**config.mk**
```make
export PLATFORM = sky130hd
export DESIGN_NAME = amu_alu
export DESIGN_NICKNAME = d
export VERILOG_FILES = /design/src/rtl/core/amu_pkg.sv /design/src/rtl/core/amu_alu.sv
export SDC_FILE = /design/constraint.sdc
export NUM_CORES = 1
export LEC_CHECK = 0
export BUFFER_PORTS_ARGS = -buffer_cell sky130_fd_sc_hd__buf_2
export CORE_ASPECT_RATIO = 0.6
export CORE_MARGIN = 8
export CORE_UTILIZATION = 35
export DETAILED_ROUTE_END_ITERATION = 8
export GPL_TIMING_DRIVEN = 1
export SYNTH_ARGS = -nofsm -noshare
export SYNTH_HDL_FRONTEND = slang
export SYNTH_SLANG_ARGS = --single-unit
```
**constraint.sdc**
```tcl
create_clock -name vclk -period 5.4
set_input_delay 0.54 -clock vclk [all_inputs]
set_output_delay 0.54 -clock vclk [all_outputs]
set_load 0.01 [all_outputs]
```
**src/rtl/core/amu_pkg.sv**
```systemverilog
// ---------------------------------------------------------------------------
// amu_pkg: shared types and constants of the atomic memory unit
// Holds the memory geometry, the action codes and the ALU result record.
// ---------------------------------------------------------------------------
`timescale 1ns / 1ps

package amu_pkg;

    // Memory geometry.
    localparam int DEPTH   = 1024;
    localparam int ADDR_W  = $clog2(DEPTH);
    localparam int WORD_W  = 32;
    localparam int INDEX_W = 10;
    localparam int SIZE_W  = 11;

    // Configuration register and its reset value.
    localparam logic [SIZE_W-1:0] WORDS_RESET = SIZE_W'(1024);
    localparam int                PADDR_W     = 3;
    localparam logic [PADDR_W-1:0] ADDR_WORDS_IN_USE = 3'd0;

    // Action codes of a transaction.
    typedef enum logic [3:0] {
        ACT_LOAD    = 4'd0,
        ACT_STORE   = 4'd1,
        ACT_ADD     = 4'd2,
        ACT_SUB     = 4'd3,
        ACT_MAX     = 4'd4,
        ACT_MIN     = 4'd5,
        ACT_AND     = 4'd6,
        ACT_OR      = 4'd7,
        ACT_XOR     = 4'd8,
        ACT_XCHG    = 4'd9,
        ACT_CMPXCHG = 4'd10
    } action_t;

    // Outcome of one read-modify-write.
    typedef struct packed {
        logic [WORD_W-1:0] next_word;
        logic [WORD_W-1:0] ret_word;
        logic              xchg;
    } alu_result_t;

endpackage

```
**src/rtl/core/amu_alu.sv**
```systemverilog
// ---------------------------------------------------------------------------
// amu_alu: atomic operation datapath
// Combines the old word with the operands and gives the word to write back,
// the word to return and the compare-exchange flag.
// ---------------------------------------------------------------------------
`timescale 1ns / 1ps

module amu_alu (
    input  amu_pkg::action_t                action,
    input  logic                            is_signed,
    input  logic [amu_pkg::WORD_W-1:0]      old_word,
    input  logic [amu_pkg::WORD_W-1:0]      operand_value,
    input  logic [amu_pkg::WORD_W-1:0]      compare_value,
    output amu_pkg::alu_result_t            result
);

    logic [amu_pkg::WORD_W-1:0] sign_flip;
    logic [amu_pkg::WORD_W-1:0] old_key;
    logic [amu_pkg::WORD_W-1:0] opv_key;
    logic                       old_below;
    logic                       opv_below;

    // Flipping the sign bit maps signed order onto unsigned order.
    assign sign_flip = {is_signed, {(amu_pkg::WORD_W-1){1'b0}}};
    assign old_key   = old_word ^ sign_flip;
    assign opv_key   = operand_value ^ sign_flip;
    assign old_below = old_key < opv_key;
    assign opv_below = opv_key < old_key;

    // Select the new word per action; unused codes behave as a load.
    always_comb
    begin
        result.next_word = old_word;
        result.ret_word  = old_word;
        result.xchg      = 1'b0;
        case (action)
            amu_pkg::ACT_STORE:
            begin
                result.next_word = operand_value;
                result.ret_word  = '0;
            end
            amu_pkg::ACT_ADD:  result.next_word = old_word + operand_value;
            amu_pkg::ACT_SUB:  result.next_word = old_word - operand_value;
            amu_pkg::ACT_MAX:  result.next_word = old_below ? operand_value : old_word;
            amu_pkg::ACT_MIN:  result.next_word = opv_below ? operand_value : old_word;
            amu_pkg::ACT_AND:  result.next_word = old_word & operand_value;
            amu_pkg::ACT_OR:   result.next_word = old_word | operand_value;
            amu_pkg::ACT_XOR:  result.next_word = old_word ^ operand_value;
            amu_pkg::ACT_XCHG: result.next_word = operand_value;
            amu_pkg::ACT_CMPXCHG:
            begin
                if (old_word == compare_value)
                begin
                    result.next_word = operand_value;
                    result.xchg      = 1'b1;
                end
            end
            default:
            begin
                result.next_word = old_word;
            end
        endcase
    end

endmodule

```
# --- Yosys cells after proc, flatten, opt, wreduce, memory -nomap -nowiden ---
# Index checks and enable logic that the tools add are counted.
word_totals:
  regBits: 0
  in_bits: 101
  out_inout_bits: 65
  wordCells: 28
op_classes:
  n_addsub: 2
  n_lt_le_gt_ge: 2
  n_eq_ne: 11
  n_mux: 7
  bitwise_logic: 5
  n_reduce_logical: 1
ops:
  columns: ["cell", "count"]
  rows:
  - ["32-bit case mux with 9 select lines", 1]
  - ["32-bit 2-to-1 mux", 4]
  - ["32-bit bitwise XOR", 3]
  - ["32-bit < comparator", 2]
  - ["32-bit adder", 1]
  - ["32-bit AND", 1]
  - ["32-bit equality test", 1]
  - ["32-bit bitwise OR", 1]
  - ["32-bit subtractor", 1]
  - ["4-bit by 3-bit equality test with 1-bit output, second input constant", 4]
  - ["4-bit equality test, second input constant", 3]
  - ["4-bit by 2-bit equality test with 1-bit output, second input constant", 2]
  - ["4-bit by 1-bit equality test with 1-bit output, second input constant", 1]
  - ["1-bit 2-to-1 mux", 2]
  - ["2-bit OR reduction", 1]

# --- Depth between registers and ports, before layout ---
# Gate-level depths: netlist (run 1).
depth:
  depth_word: 4
  mapped_depth: 17
  mapped_depth_nobuf: 17

# --- Worst setup path after synthesis (run 1) ---
# Ideal clock, no wire load.
synth_timing:
  path_kind: "input to output"
  start: "in action[2]"
  end: "out result[61] (netlist bit)"
  t_arrival_ps: 3721
  required_time_ps: 4860
  path_slack_ps: 1139
  stages: 15
  n_path_buf: 1
  cell_sequence: "nand2b_1 > or2_2 > clkbuf_1 > nor2_1 > nor2_1 > xnor2_1 > ha_1 > nor2b_1 > o31ai_1 > a211oi_1 > o221a_2 > o2111a_1 > or3_1 > a32oi_1 > o211ai_2"
synth_rtl:
  columns: ["element", "line_no", "rtl"]
  rows:
  - ["start, declared", "amu_alu.sv:9", "input amu_pkg::action_t action,"]
  - ["end, declared", "amu_alu.sv:14", "output amu_pkg::alu_result_t result"]

==> results.toml, run 1 <==
[worst_setup_path]
arrival_ns = 4.48
critPathKind = "input port to output port"
worstPathRequired_ns = 4.86
worstPathCellList = "buf_2, nand2b_1, nor2_1, nand2_1, o21ai_0, inv_1, ha_1, nor2b_1, o31a_1, o21ai_1, o31ai_1, a31oi_2, o21ai_0, mux2i_1, nand4_1, buf_2"
cpPeakStageDelay_ns = 0.45
path_max_fanout = 13
cp_slowest_cell = "o21ai_0"
worst_setup_path_end_kind = "output port"
startpoint_type = "input port"

[detailed_routing]
wl_mm = 23.9
ant_nets = 0
first_pass_iters = 5
wl_met3_mm = 2.12
via_per_inst = 5.58
vias = 6564
dr_wl_met2_mm = 9.16
drcViolationCount = 0
wl_met1_mm = 12.4
dr.first_iter.drc_count = 601
top_layer = "met4"
wl_per_cell_um = 20.3

[cells_and_area]
num-nets-final = 1198
finish.instance_area_um2 = 6860
mostFrequentLayoutCell = "buf_2"
clkbuf_count = 0
drive_gt1_frac = 0.223
register_area_um2 = 0
seq_cell_count = 0
insertedDiodeCount = 0
most-common-layout-cells = "buf_2 (166), ha_1 (127), nor2_1 (90), inv_1 (79), xnor2_1 (79)"
areaGrowthSynthToFinish_pct = 19.9
postLayoutCoreUtil = 0.425

[timing]
finalHoldViolations = 0
slew_headroom = 0.186
grt_setup_unrepaired = "false"
tightest_slew_ns = 1.21
setup-tns-final_ns = 0
min_period_over_period = 0.930
fmax_ghz = 0.199
setup_viol = 0
setup_ws_ns = 0.379
slew_violations = 0
finalCriticalPeriod_ns = 5.02

[place]
dpl.hpwl_mm = 20.0
io_buffer_count = 166
gp_congestion = 0.965
place_ws_ns = 0.424
placed_cell_area_um2 = 6850

[pwr]
sw_frac_of_total = 0.600
combPwrFrac = 1.000
ir_worst_vdd_v = 0.0000471
power_density_nw_per_um2 = 109
p_int_w = 0.000298
leakage_nw = 3.32
clockPowerShare = 0
p_seq_frac = 0
p_switching_w = 0.000447

[floorplanning]
core_um2 = 16100
ios = 166
start_util = 0.355
die_x_um = 181
dieArea_um2 = 20800
dieHeight_um = 115
row_count = 36

[global_route]
grt_pass1_wl_mm = 37.3
grt_max_degree = 33
grt_usage = 0.221
grt.overflow.total = 0
antenna_found_initial = 0
grt_pass1_vias = 6505

[worst_hold_path]
hold_class = "input port to output port"

[synth]
ys_top_cells_by_area = "ha_1 (28%), xnor2_1 (12%), nor2_1 (5.9%), inv_1 (5.2%), o21ai_0 (4.9%)"
yosys_warnings = 0
synth_top_area_cell = "ha_1"
yosysTopAreaCellShare = 0.278
synth.avg_cell_area_um2 = 7.07
syn_nets = 1038
syn_inst = 809
synth_cell_types = 72
synth.cell_area_um2 = 5720
ys_seq_area_frac = 0

[clock_network]
postCtsHoldBufs = 0

[flow_run]
drv_cap = 0

[status]
status = "finished clean"
==> power groups by stage <==
stage,combinational (W),sequential (W),clock [W]
5_1_grt,0.000821,0,0
4_1_cts,0.000737,0,0
3_3_place_gp,0.000731,0,0
2_1_floorplan,0.000464,0,0
6_report,0.000745,0,0
3_5_place_dp,0.000732,0,0
==> critical path: cells and delay by family <==
kind	cells	cell delay, ns
AO/OA/AOI/OAI	6	1.93
AND/OR/NAND/NOR	5	1.02
buffers and inverters	3	0.43
adder cells (fa/ha/maj)	1	0.28
multiplexers	1	0.27
==> routing by layer <==
layer / up-vias / global-route usage
met3: 15 / 0.0417
li1: 3251 / -
met2: 291 / 0.326
met5: - / 0
met4: 0 / 0.0250
met1: 3007 / 0.333
==> cells by family after synthesis <==
family,synth area share
XOR/XNOR,0.130
multiplexers,0.00372
AND/OR/NAND/NOR,0.189
adder cells (fa/ha/maj),0.281
buffers and inverters,0.0755
AO/OA/AOI/OAI,0.320
==> path summary, 6_finish.rpt <==
path,cells after the start,end,from
max,16,result[64],action[2]
min,3,result[39],operand_value[6]
==> timing repair <==
item	in CTS	in global routing
gates resized for setup	0	1
buffers inserted	0	0
endpoints found under the setup margin	0	1
hold endpoints to repair	0	0
==> final cells by class <==
type	instances	area [µm²]
Tap cell	209	262
Timing Repair Buffer	185	973
Fill cell	1755	9270
Multi-Input combinational cell	701	5320
Inverter	81	304
==> synthesized netlist by cell type, types with 17 or more instances <==
library cell    n
ha_1          127
nor2_1         90
inv_1          79
xnor2_1        79
o21ai_0        56
a21oi_1        43
nand2_1        33
o21ai_1        23
clkbuf_1       20
nor3_1         20
a22oi_1        19
a221oi_1       17
==> through the flow <==
step	cells	total power [W]	hold WS (ns)
floorplan	809	0.000464	1.19
global placement	1176	0.000731	1.47
detailed placement	1176	0.000732	1.48
CTS	1176	0.000737	1.48
global route	1176	0.000821	1.51
finish	1176	0.000745	1.48
Power figures use the tool's default switching activity.
==> inputs of run 2 (changes only) <==
--- a/config.mk
+++ b/config.mk
@@ -11,6 +11,7 @@
 export CORE_UTILIZATION = 35
 export DETAILED_ROUTE_END_ITERATION = 8
 export GPL_TIMING_DRIVEN = 1
+export SETUP_SLACK_MARGIN = 0.4
 export SYNTH_ARGS = -nofsm -noshare
 export SYNTH_HDL_FRONTEND = slang
 export SYNTH_SLANG_ARGS = --single-unit
==> results.toml, run 2 (synthesis gave the netlist of run 1 again) <==
[status]
status = "finished clean"

[cells_and_area]
num-nets-final = 1198
register_area_um2 = 0
areaGrowthSynthToFinish_pct = 21.2
finish.instance_area_um2 = 6930
insertedDiodeCount = 0
clkbuf_count = 0
drive_gt1_frac = 0.239
most-common-layout-cells = "buf_2 (166), ha_1 (126), nor2_1 (88), inv_1 (79), xnor2_1 (79)"
mostFrequentLayoutCell = "buf_2"
postLayoutCoreUtil = 0.430
seq_cell_count = 0

[global_route]
grt_max_degree = 33
grt_pass1_vias = 6505
grt_pass1_wl_mm = 37.3
antenna_found_initial = 0
grt.overflow.total = 0
grt_usage = 0.221

[detailed_routing]
wl_per_cell_um = 20.3
drcViolationCount = 0
via_per_inst = 5.63
wl_mm = 23.9
vias = 6616
ant_nets = 0
dr.first_iter.drc_count = 543
first_pass_iters = 5

[timing]
setup_viol = 0
holdWs_ns = 1.49
tightest_slew_ns = 1.22
finalCriticalPeriod_ns = 4.82
finalHoldViolations = 0
slew_headroom = 0.183
fmax_ghz = 0.207
slew_violations = 0
min_period_over_period = 0.893
setup-tns-final_ns = 0
grt_setup_unrepaired = "true"

[floorplanning]
ios = 166
core_um2 = 16100
row_count = 36
dieHeight_um = 115
dieArea_um2 = 20800
start_util = 0.355
die_x_um = 181

[clock_network]
cts_setup_buffers = 0

[pwr]
power.total_w = 0.000754
power_density_nw_per_um2 = 109
ir_worst_vdd_v = 0.0000470
leakage_nw = 3.34

[worst_setup_path]
critPathKind = "input port to output port"
startpoint_type = "input port"
arrival_ns = 4.28
path_max_fanout = 6
cp-endpoint = "result[61]"
cp-startpoint = "operand_value[6]"
worst_setup_path_end_kind = "output port"
worstPathRequired_ns = 4.86

[place]
dpl.hpwl_mm = 20.0
placed_cell_area_um2 = 6850
gp_congestion = 0.965
io_buffer_count = 166

[worst_hold_path]
hold_class = "input port to output port"

[flow_run]
drv_cap = 0
## run 2: layer usage
metal / wire length, µm / track usage / vias to the layer above
met4: 263 / 0.0250 / 0
met5: 0 / 0 / -
met2: 9200 / 0.326 / 297
li1: - / - / 3252
met1: 12300 / 0.333 / 3050
met3: 2180 / 0.0417 / 17
## run 2: area by class of cell
cell class                 instances  area [µm²]
fill                            1749        9190
tap                              209         262
inverter                          81         304
timing repair buffer             185         973
multi-input combinational        701        5400
## run 2: how the worst min path moves through the flow
stage,from,to,cells past startpoint
4_1_cts,operand_value[6],result[39],3
3_3_place_gp,operand_value[6],result[39],3
5_1_grt,operand_value[8],result[41],4
3_5_place_dp,operand_value[6],result[39],3
2_1_floorplan,operand_value[10],result[43],2
6_report,operand_value[11],result[44],4
## run 2: critical path, stage by stage
cell      delay, ns
buf_2          0.13
or4_1          0.60
nor4_2         0.21
buf_4          0.17
nand2_1        0.08
o41ai_1        0.33
xnor2_1        0.12
ha_1           0.38
a21oi_1        0.23
o21ai_0        0.10
a21o_1         0.20
a21oi_1        0.16
o21ai_0        0.14
or3_1          0.36
a32oi_1        0.23
o211ai_2       0.10
buf_2          0.17
## run 2: through the flow
stage          setup slack (ns)  instances
2_1_floorplan              1.14        809
3_3_place_gp              0.486       1176
3_5_place_dp              0.424       1176
4_1_cts                   0.459       1176
5_1_grt                   0.382       1176
6_report                  0.580       1176
## run 2: where the power goes
| part | internal [W] | switching [W] | total [W] |
|---|---|---|---|
| clock | 0 | 0 | 0 |
| sequential | 0 | 0 | 0 |
| combinational | 0.000301 | 0.000453 | 0.000754 |
| total | 0.000301 | 0.000453 | 0.000754 |
## run 2: repair_timing
item,CTS,global route
gates resized for setup,1,18
hold buffers,0,0
endpoints found under the setup margin,1,13
==> inputs of run 3 (changes only) <==
==> constraint.sdc (replaced) <==
create_clock -name vclk -period 5.4
set_input_delay 0.54 -clock vclk [all_inputs]
set_output_delay 0.54 -clock vclk [all_outputs]
set_load 0.005 [all_outputs]
==> results.toml, run 3 (synthesis gave the netlist of run 1 again) <==
[global_route]
grt_max_degree = 33
grt_pass1_wl_mm = 37.0
grt.overflow.total = 0
antenna_found_initial = 2
grt_usage = 0.221
grt_pass1_vias = 6334

[worst_hold_path]
hold_path.startpoint = "operand_value[6]"
hold_class = "input port to output port"

[worst_setup_path]
cp-startpoint = "operand_value[6]"
path_max_fanout = 6
worst_setup_path_end_kind = "output port"
cp-endpoint = "result[63]"
arrival_ns = 4.34
startpoint_type = "input port"
worstPathRequired_ns = 4.86
critPathKind = "input port to output port"

[cells_and_area]
layout.cells.non_filler = 1176
num-nets-final = 1198
register_area_um2 = 0
clkbuf_count = 0
finish.instance_area_um2 = 6920
drive_gt1_frac = 0.233
seq_cell_count = 0
mostFrequentLayoutCell = "buf_2"
areaGrowthSynthToFinish_pct = 20.9
most-common-layout-cells = "buf_2 (166), ha_1 (125), nor2_1 (89), inv_1 (79), xnor2_1 (79)"
insertedDiodeCount = 0

[status]
status = "finished clean"

[pwr]
p_int_w = 0.000301
leakage_nw = 3.33
p_seq_frac = 0
ir_worst_vdd_v = 0.0000396
power_density_nw_per_um2 = 106
clockPowerShare = 0
sw_frac_of_total = 0.589
combPwrFrac = 1.000
p_switching_w = 0.000430

[floorplanning]
dieArea_um2 = 20800
row_count = 36
dieHeight_um = 115
die_x_um = 181
start_util = 0.355
ios = 166
core_um2 = 16100

[detailed_routing]
via_per_inst = 5.62
wl_mm = 24.2
dr.first_iter.drc_count = 641
wl_per_cell_um = 20.6
ant_nets = 0
vias = 6610
drcViolationCount = 0
first_pass_iters = 5

[timing]
slew_headroom = 0.375
holdWs_ns = 1.46
min_period_over_period = 0.903
finalCriticalPeriod_ns = 4.88
finalHoldViolations = 0
tightest_slew_ns = 0.938
fmax_ghz = 0.205
setup-tns-final_ns = 0
setup_ws_ns = 0.524
slew_violations = 0
setup_viol = 0
grt_setup_unrepaired = "true"

[clock_network]
postCtsHoldBufs = 0

[place]
dp.cells = 1175
io_buffer_count = 166
gp_congestion = 0.962
place_ws_ns = 0.381
dpl.hpwl_mm = 19.9
placed_cell_area_um2 = 6850

[flow_run]
drv_cap = 0
-- run 3: stage by stage --
stage	utilization	total power [W]
floorplan	-	0.000443
global placement	0.425	0.000711
detailed placement	0.425	0.000710
CTS	0.425	0.000715
global route	0.429	0.000805
finish	0.429	0.000731
-- run 3: cell type report --
| class | instances | area (µm²) |
|---|---|---|
| Fill cell | 1731 | 9210 |
| Multi-Input combinational cell | 701 | 5360 |
| Timing Repair Buffer | 185 | 986 |
| Inverter | 81 | 304 |
| Tap cell | 209 | 262 |
-- run 3: power groups by stage --
| stage | registers [W] | clock network (W) | logic (W) |
|---|---|---|---|
| 2_1_floorplan | 0 | 0 | 0.000443 |
| 3_3_place_gp | 0 | 0 | 0.000711 |
| 3_5_place_dp | 0 | 0 | 0.000710 |
| 4_1_cts | 0 | 0 | 0.000715 |
| 5_1_grt | 0 | 0 | 0.000805 |
| 6_report | 0 | 0 | 0.000731 |
-- run 3: worst min-delay path by stage --
stage	to	cells past startpoint
final	result[39]	3
after global routing	result[39]	3
after CTS	result[39]	3
after detailed placement	result[39]	3
after global placement	result[44]	4
after floorplan	result[43]	2
-- run 3: metal layers --
layer / global-route usage / vias to the layer above / wire [µm]
li1: - / 3262 / -
met1: 0.341 / 2996 / 12400
met2: 0.308 / 326 / 9000
met3: 0.0495 / 22 / 2520
met4: 0.0272 / 4 / 282
met5: 0 / - / 18
-- run 3: repair_timing --
item | in CTS | in global routing
gates resized for setup | 1 | 12
buffers inserted | 0 | 1
pin swaps | 0 | 1
gates cloned | 0 | 0
endpoints found under the setup margin | 2 | 7
endpoints found under the hold margin | 0 | 0
-- run 3: worst max-delay path, cell delays in order --
cell and delay [ns]:
buf_2 0.13, or4_1 0.58, nor2_1 0.22, nand2_1 0.15
o41ai_1 0.32, xnor2_1 0.17, ha_1 0.32, a21o_1 0.19
a21oi_1 0.17, o21ai_1 0.13, or3_1 0.39, o2111ai_1 0.32
a31oi_1 0.16, xnor2_1 0.16, o211ai_1 0.22, buf_2 0.16
